### config.mk
export PLATFORM = sky130hd
export DESIGN_NAME = json_string_unescape_utf8
export DESIGN_NICKNAME = d
export VERILOG_FILES = /design/src/design/jsu_pkg.sv /design/src/design/jsu_step.sv /design/src/design/json_string_unescape_utf8.sv
export SDC_FILE = /design/constraint.sdc
export NUM_CORES = 1
export LEC_CHECK = 0
export BUFFER_PORTS_ARGS = -buffer_cell sky130_fd_sc_hd__buf_4
export CAP_MARGIN = 10
export CELL_PAD_IN_SITES_DETAIL_PLACEMENT = 0
export CELL_PAD_IN_SITES_GLOBAL_PLACEMENT = 1
export CORE_MARGIN = 2
export CORE_UTILIZATION = 54
export DETAILED_ROUTE_END_ITERATION = 16
export GPL_ROUTABILITY_DRIVEN = 0
export PLACE_DENSITY = 0.93
export SLEW_MARGIN = 20
export SYNTH_ARGS = -nofsm -noshare
export SYNTH_HDL_FRONTEND = slang
export SYNTH_HIERARCHICAL = 1
export SYNTH_SLANG_ARGS = --single-unit
### constraint.sdc
create_clock -name i_clk -period 10.8 [get_ports i_clk]
set_input_delay 1.08 -clock i_clk [delete_from_list [all_inputs] [get_ports i_clk]]
set_output_delay 1.08 -clock i_clk [all_outputs]
set_load 0.01 [all_outputs]
### src/design/jsu_pkg.sv
// Shared types and constants for the JSON string unescaper.
// Holds the decoder state, the per-result record and the result codes.
// No dependencies.
`timescale 1ns / 1ps

package jsu_pkg;

    localparam int MAX_RES = 5;   // up to four UTF-8 bytes and a trailing error

    typedef enum logic [2:0] {
        PH_IDLE = 3'd0,
        PH_BODY = 3'd1,
        PH_ESC  = 3'd2,
        PH_HEX1 = 3'd3,
        PH_BSL  = 3'd4,
        PH_U    = 3'd5,
        PH_HEX2 = 3'd6
    } t_phase;

    typedef enum logic [1:0] {
        KIND_DATA  = 2'd0,
        KIND_CLOSE = 2'd1,
        KIND_ERR   = 2'd2
    } t_kind;

    typedef enum logic [3:0] {
        ERR_NONE        = 4'd0,
        ERR_NO_QUOTE    = 4'd1,
        ERR_CTRL        = 4'd2,
        ERR_BAD_ESC     = 4'd3,
        ERR_BAD_HEX     = 4'd4,
        ERR_LONE_HIGH   = 4'd5,
        ERR_BAD_LOW     = 4'd6,
        ERR_LONE_LOW    = 4'd7,
        ERR_UNTERM      = 4'd8,
        ERR_TRUNC_ESC   = 4'd9,
        ERR_TRUNC_UNI   = 4'd10
    } t_err;

    typedef struct packed {
        t_phase      phase;
        logic [15:0] hex_accum;
        logic [1:0]  hex_count;
        logic [9:0]  high_half;
    } t_state;

    localparam t_state STATE_IDLE = '{phase: PH_IDLE, hex_accum: '0,
                                      hex_count: '0, high_half: '0};

    typedef struct packed {
        t_kind       kind;
        logic [7:0]  data;
        t_err        err;
        logic        last;
    } t_result;

endpackage

### src/design/jsu_step.sv
// Next-state and result logic for one input byte of a JSON string literal.
// Decodes escapes, joins surrogate pairs and encodes UTF-8.
// Depends on jsu_pkg.
`timescale 1ns / 1ps

module jsu_step
    import jsu_pkg::*;
(
    input  t_state                  i_state,
    input  logic [7:0]              i_byte,
    input  logic                    i_last,
    output t_state                  o_state,
    output t_result [MAX_RES-1:0]   o_res,
    output logic [2:0]              o_count
);

    localparam logic [7:0] CH_QUOTE = 8'h22;
    localparam logic [7:0] CH_BSL   = 8'h5C;
    localparam logic [7:0] CH_SLASH = 8'h2F;
    localparam logic [7:0] CH_B     = 8'h62;
    localparam logic [7:0] CH_F     = 8'h66;
    localparam logic [7:0] CH_N     = 8'h6E;
    localparam logic [7:0] CH_R     = 8'h72;
    localparam logic [7:0] CH_T     = 8'h74;
    localparam logic [7:0] CH_U     = 8'h75;
    localparam logic [7:0] CH_SPACE = 8'h20;

    typedef struct packed {
        logic [2:0]      len;
        logic [3:0][7:0] bytes;
    } t_utf8;

    // {valid, value}
    function automatic logic [4:0] hex_val(input logic [7:0] c);
        logic [4:0] v;
        v = '0;
        if (c inside {[8'h30:8'h39]}) begin
            v = {1'b1, c[3:0]};
        end else if (c inside {[8'h61:8'h66], [8'h41:8'h46]}) begin
            v = {1'b1, c[3:0] + 4'd9};
        end
        return v;
    endfunction

    function automatic t_utf8 utf8_enc(input logic [20:0] cp);
        t_utf8 u;
        u = '0;
        if (cp <= 21'h7F) begin
            u.len      = 3'd1;
            u.bytes[0] = cp[7:0];
        end else if (cp <= 21'h7FF) begin
            u.len      = 3'd2;
            u.bytes[0] = {3'b110, cp[10:6]};
            u.bytes[1] = {2'b10, cp[5:0]};
        end else if (cp <= 21'hFFFF) begin
            u.len      = 3'd3;
            u.bytes[0] = {4'b1110, cp[15:12]};
            u.bytes[1] = {2'b10, cp[11:6]};
            u.bytes[2] = {2'b10, cp[5:0]};
        end else begin
            u.len      = 3'd4;
            u.bytes[0] = {5'b11110, cp[20:18]};
            u.bytes[1] = {2'b10, cp[17:12]};
            u.bytes[2] = {2'b10, cp[11:6]};
            u.bytes[3] = {2'b10, cp[5:0]};
        end
        return u;
    endfunction

    logic [4:0]  hex;
    logic [15:0] acc_n;
    logic [10:0] plane;
    logic [20:0] cp;
    t_utf8       enc;

    assign hex   = hex_val(i_byte);
    assign acc_n = {i_state.hex_accum[11:0], hex[3:0]};
    // pair: 0x10000 + (high << 10) + low[9:0]
    assign plane = {1'b0, i_state.high_half} + 11'd64;
    assign cp    = (i_state.phase == PH_HEX2) ? {plane, acc_n[9:0]} : {5'b0, acc_n};
    assign enc   = utf8_enc(cp);

    t_state                 ns;
    t_err                   err;
    logic                   close;
    logic                   emit_body;
    logic [7:0]             body_val;
    logic                   emit_cp;
    logic [2:0]             nd;
    logic [2:0]             cnt;
    logic                   tail;
    logic [MAX_RES-1:0][7:0] dbytes;
    t_result [MAX_RES-1:0]  res;

    always_comb begin
        ns        = i_state;
        err       = ERR_NONE;
        close     = 1'b0;
        emit_body = 1'b0;
        body_val  = i_byte;
        emit_cp   = 1'b0;

        case (i_state.phase)
            PH_BODY: begin
                if (i_byte == CH_QUOTE) begin
                    close = 1'b1;
                end else if (i_byte < CH_SPACE) begin
                    err = ERR_CTRL;
                end else if (i_byte == CH_BSL) begin
                    if (i_last) begin
                        err = ERR_TRUNC_ESC;
                    end else begin
                        ns.phase = PH_ESC;
                    end
                end else begin
                    emit_body = 1'b1;
                end
            end
            PH_ESC: begin
                case (i_byte)
                    CH_QUOTE, CH_BSL, CH_SLASH: emit_body = 1'b1;
                    CH_B: begin
                        emit_body = 1'b1;
                        body_val  = 8'h08;
                    end
                    CH_F: begin
                        emit_body = 1'b1;
                        body_val  = 8'h0C;
                    end
                    CH_N: begin
                        emit_body = 1'b1;
                        body_val  = 8'h0A;
                    end
                    CH_R: begin
                        emit_body = 1'b1;
                        body_val  = 8'h0D;
                    end
                    CH_T: begin
                        emit_body = 1'b1;
                        body_val  = 8'h09;
                    end
                    CH_U: begin
                        if (i_last) begin
                            err = ERR_TRUNC_UNI;
                        end else begin
                            ns.phase     = PH_HEX1;
                            ns.hex_accum = '0;
                            ns.hex_count = '0;
                        end
                    end
                    default: err = ERR_BAD_ESC;
                endcase
            end
            PH_HEX1, PH_HEX2: begin
                if (!hex[4]) begin
                    err = ERR_BAD_HEX;
                end else if (i_state.hex_count != 2'd3) begin
                    if (i_last) begin
                        err = ERR_TRUNC_UNI;
                    end else begin
                        ns.hex_accum = acc_n;
                        ns.hex_count = i_state.hex_count + 2'd1;
                    end
                end else if (i_state.phase == PH_HEX1) begin
                    if (acc_n inside {[16'hD800:16'hDBFF]}) begin
                        if (i_last) begin
                            err = ERR_LONE_HIGH;
                        end else begin
                            ns.phase     = PH_BSL;
                            ns.high_half = acc_n[9:0];
                            ns.hex_accum = '0;
                            ns.hex_count = '0;
                        end
                    end else if (acc_n inside {[16'hDC00:16'hDFFF]}) begin
                        err = ERR_LONE_LOW;
                    end else begin
                        emit_cp = 1'b1;
                    end
                end else begin
                    if (acc_n inside {[16'hDC00:16'hDFFF]}) begin
                        emit_cp = 1'b1;
                    end else begin
                        err = ERR_BAD_LOW;
                    end
                end
            end
            PH_BSL: begin
                if (i_byte != CH_BSL || i_last) begin
                    err = ERR_LONE_HIGH;
                end else begin
                    ns.phase = PH_U;
                end
            end
            PH_U: begin
                if (i_byte != CH_U) begin
                    err = ERR_LONE_HIGH;
                end else if (i_last) begin
                    err = ERR_TRUNC_UNI;
                end else begin
                    ns.phase     = PH_HEX2;
                    ns.hex_accum = '0;
                    ns.hex_count = '0;
                end
            end
            default: begin
                // idle and the unused code
                ns = STATE_IDLE;
                if (i_byte != CH_QUOTE) begin
                    err = ERR_NO_QUOTE;
                end else if (i_last) begin
                    err = ERR_UNTERM;
                end else begin
                    ns.phase = PH_BODY;
                end
            end
        endcase

        nd     = '0;
        dbytes = '0;
        if (emit_body) begin
            nd        = 3'd1;
            dbytes[0] = body_val;
            ns.phase  = PH_BODY;
        end
        if (emit_cp) begin
            nd          = enc.len;
            dbytes[3:0] = enc.bytes;
            ns          = STATE_IDLE;
            ns.phase    = PH_BODY;
        end
        // data on the final byte leaves the string open
        if ((emit_body || emit_cp) && i_last) begin
            err = ERR_UNTERM;
        end
        if (close || err != ERR_NONE) begin
            ns = STATE_IDLE;
        end

        tail = close || (err != ERR_NONE);
        cnt  = nd + {2'b0, tail};
        for (int i = 0; i < MAX_RES; i++) begin
            res[i] = '{kind: KIND_DATA, data: 8'h00, err: ERR_NONE, last: 1'b0};
            if (3'(i) < nd) begin
                res[i].data = dbytes[i];
            end else if (3'(i) == nd && tail) begin
                res[i].kind = close ? KIND_CLOSE : KIND_ERR;
                res[i].err  = err;
            end
            res[i].last = (cnt != 3'd0) && (3'(i) == cnt - 3'd1);
        end
    end

    assign o_state = ns;
    assign o_res   = res;
    assign o_count = cnt;

endmodule

### src/design/json_string_unescape_utf8.sv
// JSON string literal unescaper: takes the text one byte per transaction starting at the
// opening quote and emits the decoded string as UTF-8 bytes, a close marker at the closing
// quote, or an error code, after which it waits for the next opening quote. A byte that
// yields zero or one result is taken every cycle while the output is ready; one that yields
// k results (k up to 5, e.g. a \uXXXX escape giving a 3- or 4-byte UTF-8 character) holds
// the input until the result buffer, draining one result per cycle while the output is
// ready, is at its last entry. The results are registered. Depends on jsu_pkg and jsu_step.
`timescale 1ns / 1ps

module json_string_unescape_utf8
    import jsu_pkg::*;
(
    input  logic        i_clk,
    input  logic        i_rst_n,
    input  logic        i_s_axis_tvalid,
    output logic        o_s_axis_tready,
    input  logic [7:0]  i_s_axis_tdata,   // [7:0] in_byte
    input  logic        i_s_axis_tlast,   // in_last
    output logic        o_m_axis_tvalid,
    input  logic        i_m_axis_tready,
    output logic [15:0] o_m_axis_tdata,   // [7:0] out_byte, [11:8] err_code, [15:12] zero
    output logic [1:0]  o_m_axis_tuser,   // [1:0] out_kind
    output logic        o_m_axis_tlast    // out_last
);

    t_state                r_state;
    t_result [MAX_RES-1:0] r_buf;
    logic [2:0]            r_cnt;

    t_state                n_state;
    t_result [MAX_RES-1:0] n_res;
    logic [2:0]            n_cnt;

    logic accept;
    logic pop;

    jsu_step u_step (
        .i_state (r_state),
        .i_byte  (i_s_axis_tdata),
        .i_last  (i_s_axis_tlast),
        .o_state (n_state),
        .o_res   (n_res),
        .o_count (n_cnt)
    );

    // take a new byte when the buffer is empty or its final entry leaves now
    assign o_s_axis_tready = (r_cnt == 3'd0) || (r_cnt == 3'd1 && i_m_axis_tready);
    assign accept          = i_s_axis_tvalid && o_s_axis_tready;
    assign pop             = (r_cnt != 3'd0) && i_m_axis_tready;

    always_ff @(posedge i_clk) begin
        if (!i_rst_n) begin
            r_state <= STATE_IDLE;
            r_cnt   <= '0;
        end else if (accept) begin
            r_state <= n_state;
            r_cnt   <= n_cnt;
        end else if (pop) begin
            r_cnt   <= r_cnt - 3'd1;
        end
    end

    always_ff @(posedge i_clk) begin
        if (accept) begin
            r_buf <= n_res;
        end else if (pop) begin
            for (int i = 0; i < MAX_RES - 1; i++) begin
                r_buf[i] <= r_buf[i+1];
            end
        end
    end

    assign o_m_axis_tvalid = (r_cnt != 3'd0);
    assign o_m_axis_tdata  = {4'b0, r_buf[0].err, r_buf[0].data};
    assign o_m_axis_tuser  = r_buf[0].kind;
    assign o_m_axis_tlast  = r_buf[0].last;

    a_cnt_range: assert property (@(posedge i_clk) disable iff (!i_rst_n)
        r_cnt <= 3'(MAX_RES))
        else $error("result count out of range");

    a_last_final: assert property (@(posedge i_clk) disable iff (!i_rst_n)
        o_m_axis_tvalid && o_m_axis_tlast |-> r_cnt == 3'd1)
        else $error("tlast not on final buffered result");

    a_err_code: assert property (@(posedge i_clk) disable iff (!i_rst_n)
        o_m_axis_tvalid && o_m_axis_tuser == KIND_ERR |-> o_m_axis_tdata[11:8] != ERR_NONE)
        else $error("error result without code");

    a_end_idle: assert property (@(posedge i_clk) disable iff (!i_rst_n)
        o_m_axis_tvalid && o_m_axis_tuser != KIND_DATA |-> r_state.phase == PH_IDLE)
        else $error("decoder not idle after close or error");

endmodule
Word-level counts from Yosys, hierarchy flattened
Index checks and enable logic that the tools add are counted.

Magnitude comparators: 19. Reduce and logical (&&, ||, !) cells: 39. Equal/unequal tests: 57. Bitwise gates (word level): 1. Add/sub/neg operators: 6. Multiplexer cells: 101.

Operator list (number): 2-to-1 mux 31 bit (6); 2-to-1 mux 60 bit (2); 2-to-1 mux 21 bit (5); 2-to-1 mux 4 bit (21); one-hot mux 18 bit (4 select lines) (1); 2-to-1 mux 8 bit (8); equality test 8 x 7 -> 1 bit (second input constant) (7); 2-to-1 mux 3 bit (18); inequality test 5 x 2 -> 1 bit (second input constant) (10); one-hot mux 8 bit (5 select lines) (1); 2-to-1 mux 18 bit (2); greater-or-equal comparator 16 bit (second input constant) (2); less-or-equal comparator 16 bit (second input constant) (2); 2-to-1 mux 16 bit (2); 2-to-1 mux 32 bit (1); inequality test 5 x 1 -> 1 bit (second input constant) (6); 2-to-1 mux 24 bit (1); inequality test 4 x 2 -> 1 bit (second input constant) (6); 2-to-1 mux 22 bit (1); less-or-equal comparator 21 x 11 -> 1 bit (second input constant) (1); less-or-equal comparator 21 x 16 -> 1 bit (second input constant) (1); less-or-equal comparator 21 x 7 -> 1 bit (second input constant) (1); one-hot mux 10 bit (2 select lines) (1); one-hot mux 4 bit (5 select lines) (1); other kinds (47) (116).

Word-level logic and storage cells: 247. Input bits: 13. Bits in registers: 97.

Longest topological paths before layout
Depth in word-level cells: 23. Mapped depth: 16.

Cells and area by module
The synthesis kept the hierarchy.

By module, submodules not included: json_string_unescape_utf8 (seq. area each 2932.8 um2, cells an instance 340, times used 1, area an instance 4889.7 um2); jsu_step (seq. area each 0.0 um2, cells an instance 435, times used 1, area an instance 3061.7 um2).

Least setup slack after synthesis
No wires, ideal clock.

Path type: input-to-reg. Start: in i_s_axis_tdata[0]. End: reg r_buf[30] (netlist bit), data pin. Setup time: 0.260 ns. Stages on the path: 13. Path slack: 6.632 ns. Path buffers: 0. Arrival time: 3.908 ns. Path through: inv_1 ha_1 o21bai_1 a21o_1 a211oi_1 o31ai_1 nor4b_4 nand2_1 ha_1 ha_1 xnor2_1 and3_1 mux2_4.

RTL lines: start, declared (line json_string_unescape_utf8.sv:17) `input logic [7:0] i_s_axis_tdata,`; end signal, assigned (line json_string_unescape_utf8.sv:65) `r_buf <= n_res;`; end signal, assigned by index (line json_string_unescape_utf8.sv:68) `r_buf[i] <= r_buf[i+1];`; end, declared (line json_string_unescape_utf8.sv:27) `t_result [MAX_RES-1:0] r_buf;`.

==> flow_summary.json <==
{
  "status": "completed",
  "arrival_ps": 5090,
  "setup_viol": 0,
  "cts_setup_buffers": 0,
  "cts_tree": "built",
  "met3_length_mm": 1.45,
  "crit_start": "i_s_axis_tdata[0]",
  "layout-drive-gt1-share_pct": 22.1,
  "hold_end": "r_state[11]",
  "start_util_pct": 55.5,
  "setup.worst_path.class": "in2reg",
  "drt_iter0_drc": 789,
  "die_area_um2": 15300,
  "cts_buffers": 9,
  "hold_viol_final": 0,
  "power_density_nw_per_um2": 203,
  "drv_cap": 0,
  "clk_pin_slew_ps": 70,
  "finalNonFillerCells": 909,
  "r2r-start": "r_state[29]",
  "gr-total-overflow": 0,
  "final_util_pct": 56.7,
  "cts_root_buffer": "clkbuf_16",
  "grt_pass1_wl_mm": 29.0,
  "die_h_um": 124,
  "nFillCells": 1189,
  "worst-path-buf-inv": 3,
  "cp_common_cell": "ha_1",
  "finalSetupTns_ps": 0,
  "avgSynthCellArea_um2": 10.3,
  "clock_latency_ps": 360,
  "r2r_end": "r_buf[15]",
  "met2_length_mm": 8.49,
  "wl_met1_mm": 7.64,
  "ctsHtreeMaxLevel": 3,
  "reg2reg_slack_ps": 6100,
  "reg2reg_depth": 12,
  "pin_count": 34,
  "ant_nets": 0,
  "syn_area_um2": 7730,
  "required_ps": 11040,
  "max_stage_delay_ps": 710,
  "n_antenna_cell": 0,
  "ys.warnings.count": 6,
  "post-place-cells": 893,
  "core_um2": 13900,
  "die_w_um": 124,
  "slew_headroom_pct": 30.7,
  "max_slew.worst_pin.slew_ps": 1040,
  "leakage_nw": 2.85,
  "totalWireLength_mm": 18.2,
  "nets": 750,
  "cp_cell_sequence": "buf_4 -> inv_1 -> ha_1 -> o21bai_1 -> a21o_1 -> a211oi_1 -> o31ai_1 -> nor4b_4 -> nand2_1 -> ha_1 -> ha_1 -> xnor2_1 -> inv_1 -> nor3b_1 -> mux2_4",
  "grt_max_degree": 61,
  "drtPass1Iterations": 6,
  "cts_buffer_depth": 2,
  "cts_sinks": 105,
  "gr-usage-all-layers_pct": 24.5,
  "whs_path_depth": 2,
  "cts_resized": 0,
  "critPathCaptureType": "register",
  "grt_pass1_vias": 5577,
  "fmax_ghz": 0.206,
  "fp-row-count": 43,
  "path_max_fanout": 10,
  "hold_buffers": 0,
  "viasPerCell": 6.51,
  "numPortBuffers": 29,
  "dp_hpwl_mm": 12.3,
  "finalCritPeriodShare_pct": 44.9,
  "rsz0062_at_grt": "false",
  "antenna_found_initial": 0,
  "cp_slowest_cell": "o31ai_1",
  "synth_cells": 751,
  "hold_class": "reg2reg",
  "via_count": 5914,
  "final_max_slew_viol_count": 0,
  "syn_to_final_growth_pct": 2.23,
  "ir_worst_vdd_mv": 0.225,
  "cp_top_family": "compound AO/OA/AOI/OAI gates",
  "drc": 0,
  "critPathLaunchType": "input port",
  "skew_ps": 7.40,
  "hold_start": "r_state[11]",
  "wl_per_cell_um": 20.0,
  "top_layer_used": "met4",
  "post-route-min-period_ps": 4850
}
## tightest hold or removal path, delay by kind of cell (launching register included)
kind            cells  cell delay [ps]
flops               1              330
compound gates      2              130
## report_power, final
part / switching (mW) / leakage [nW] / internal [mW]
combinational: 0.304 / 1.73 / 0.279
clock: 0.164 / 0.147 / 0.166
sequential: 0.0456 / 0.976 / 0.647
## state kept, by name (all words and copies together) (netlist names)
name            cells
r_buf              60
r_state            27
o_m_axis_tdata     12
r_cnt               3
o_m_axis_tuser      2
o_m_axis_tlast      1
## cells in the final DEF (no fill, tap or decap), types with 4 or more instances in the layout
| master | instances |
|---|---|
| edfxtp_1 | 75 |
| o21a_1 | 7 |
| nor3_1 | 15 |
| dfxtp_1 | 30 |
| buf_4 | 34 |
| o22ai_1 | 8 |
| a211oi_1 | 11 |
| nor4_1 | 16 |
| nand2_1 | 25 |
| nor4_2 | 16 |
| mux2i_1 | 11 |
| o21ai_0 | 35 |
| and3_1 | 12 |
| ha_1 | 13 |
| clkbuf_16 | 9 |
| mux2_2 | 6 |
| inv_1 | 17 |
| a22oi_1 | 20 |
| or3b_2 | 4 |
| a21o_1 | 6 |
| o211ai_1 | 7 |
| a221oi_1 | 4 |
| inv_8 | 4 |
| a21oi_1 | 62 |
| nand2b_1 | 4 |
| and2_1 | 7 |
| nand3_1 | 38 |
| nor2b_1 | 9 |
| nor2_1 | 41 |
| mux2_4 | 59 |
| conb_1 | 31 |
| a311oi_1 | 5 |
| nand3b_1 | 6 |
## stage by stage
stage / setup WS, ps / area, µm² / hold slack [ps] / total power [mW]
floorplan: 6630 / 7840 / 453 / 1.22
global placement: 6130 / 7600 / 472 / 1.26
detailed placement: 5720 / 7600 / 490 / 1.29
CTS: 6090 / 7900 / 500 / 1.62
global route: 5680 / 7900 / 527 / 1.68
finish: 5950 / 7900 / 499 / 1.60
## routing by layer
metal  up-vias  GRT usage (%)
li1       2737              -
met1      2851           31.9
met2       273           39.2
met3        53           5.40
met4         0           10.6
met5         -              0
## final cells by class
cell class	instances	area, µm²	share of cell area (%)
Inverter	18	67.6	0.855
Clock buffer	9	225	2.85
Timing Repair Buffer	34	255	3.23
Tap cell	180	225	2.85
Multi-Input combinational cell	556	4200	53.1
Sequential cell	105	2850	36.1
Clock inverter	7	77.6	0.981
## worst max path at each step
stage | end | cells past startpoint
floorplan | r_buf[30] | 13
global placement | r_buf[30] | 14
detailed placement | r_buf[15] | 15
CTS | r_buf[15] | 15
global route | r_buf[15] | 15
finish | r_buf[15] | 15
(Power assumes the default switching activity.)
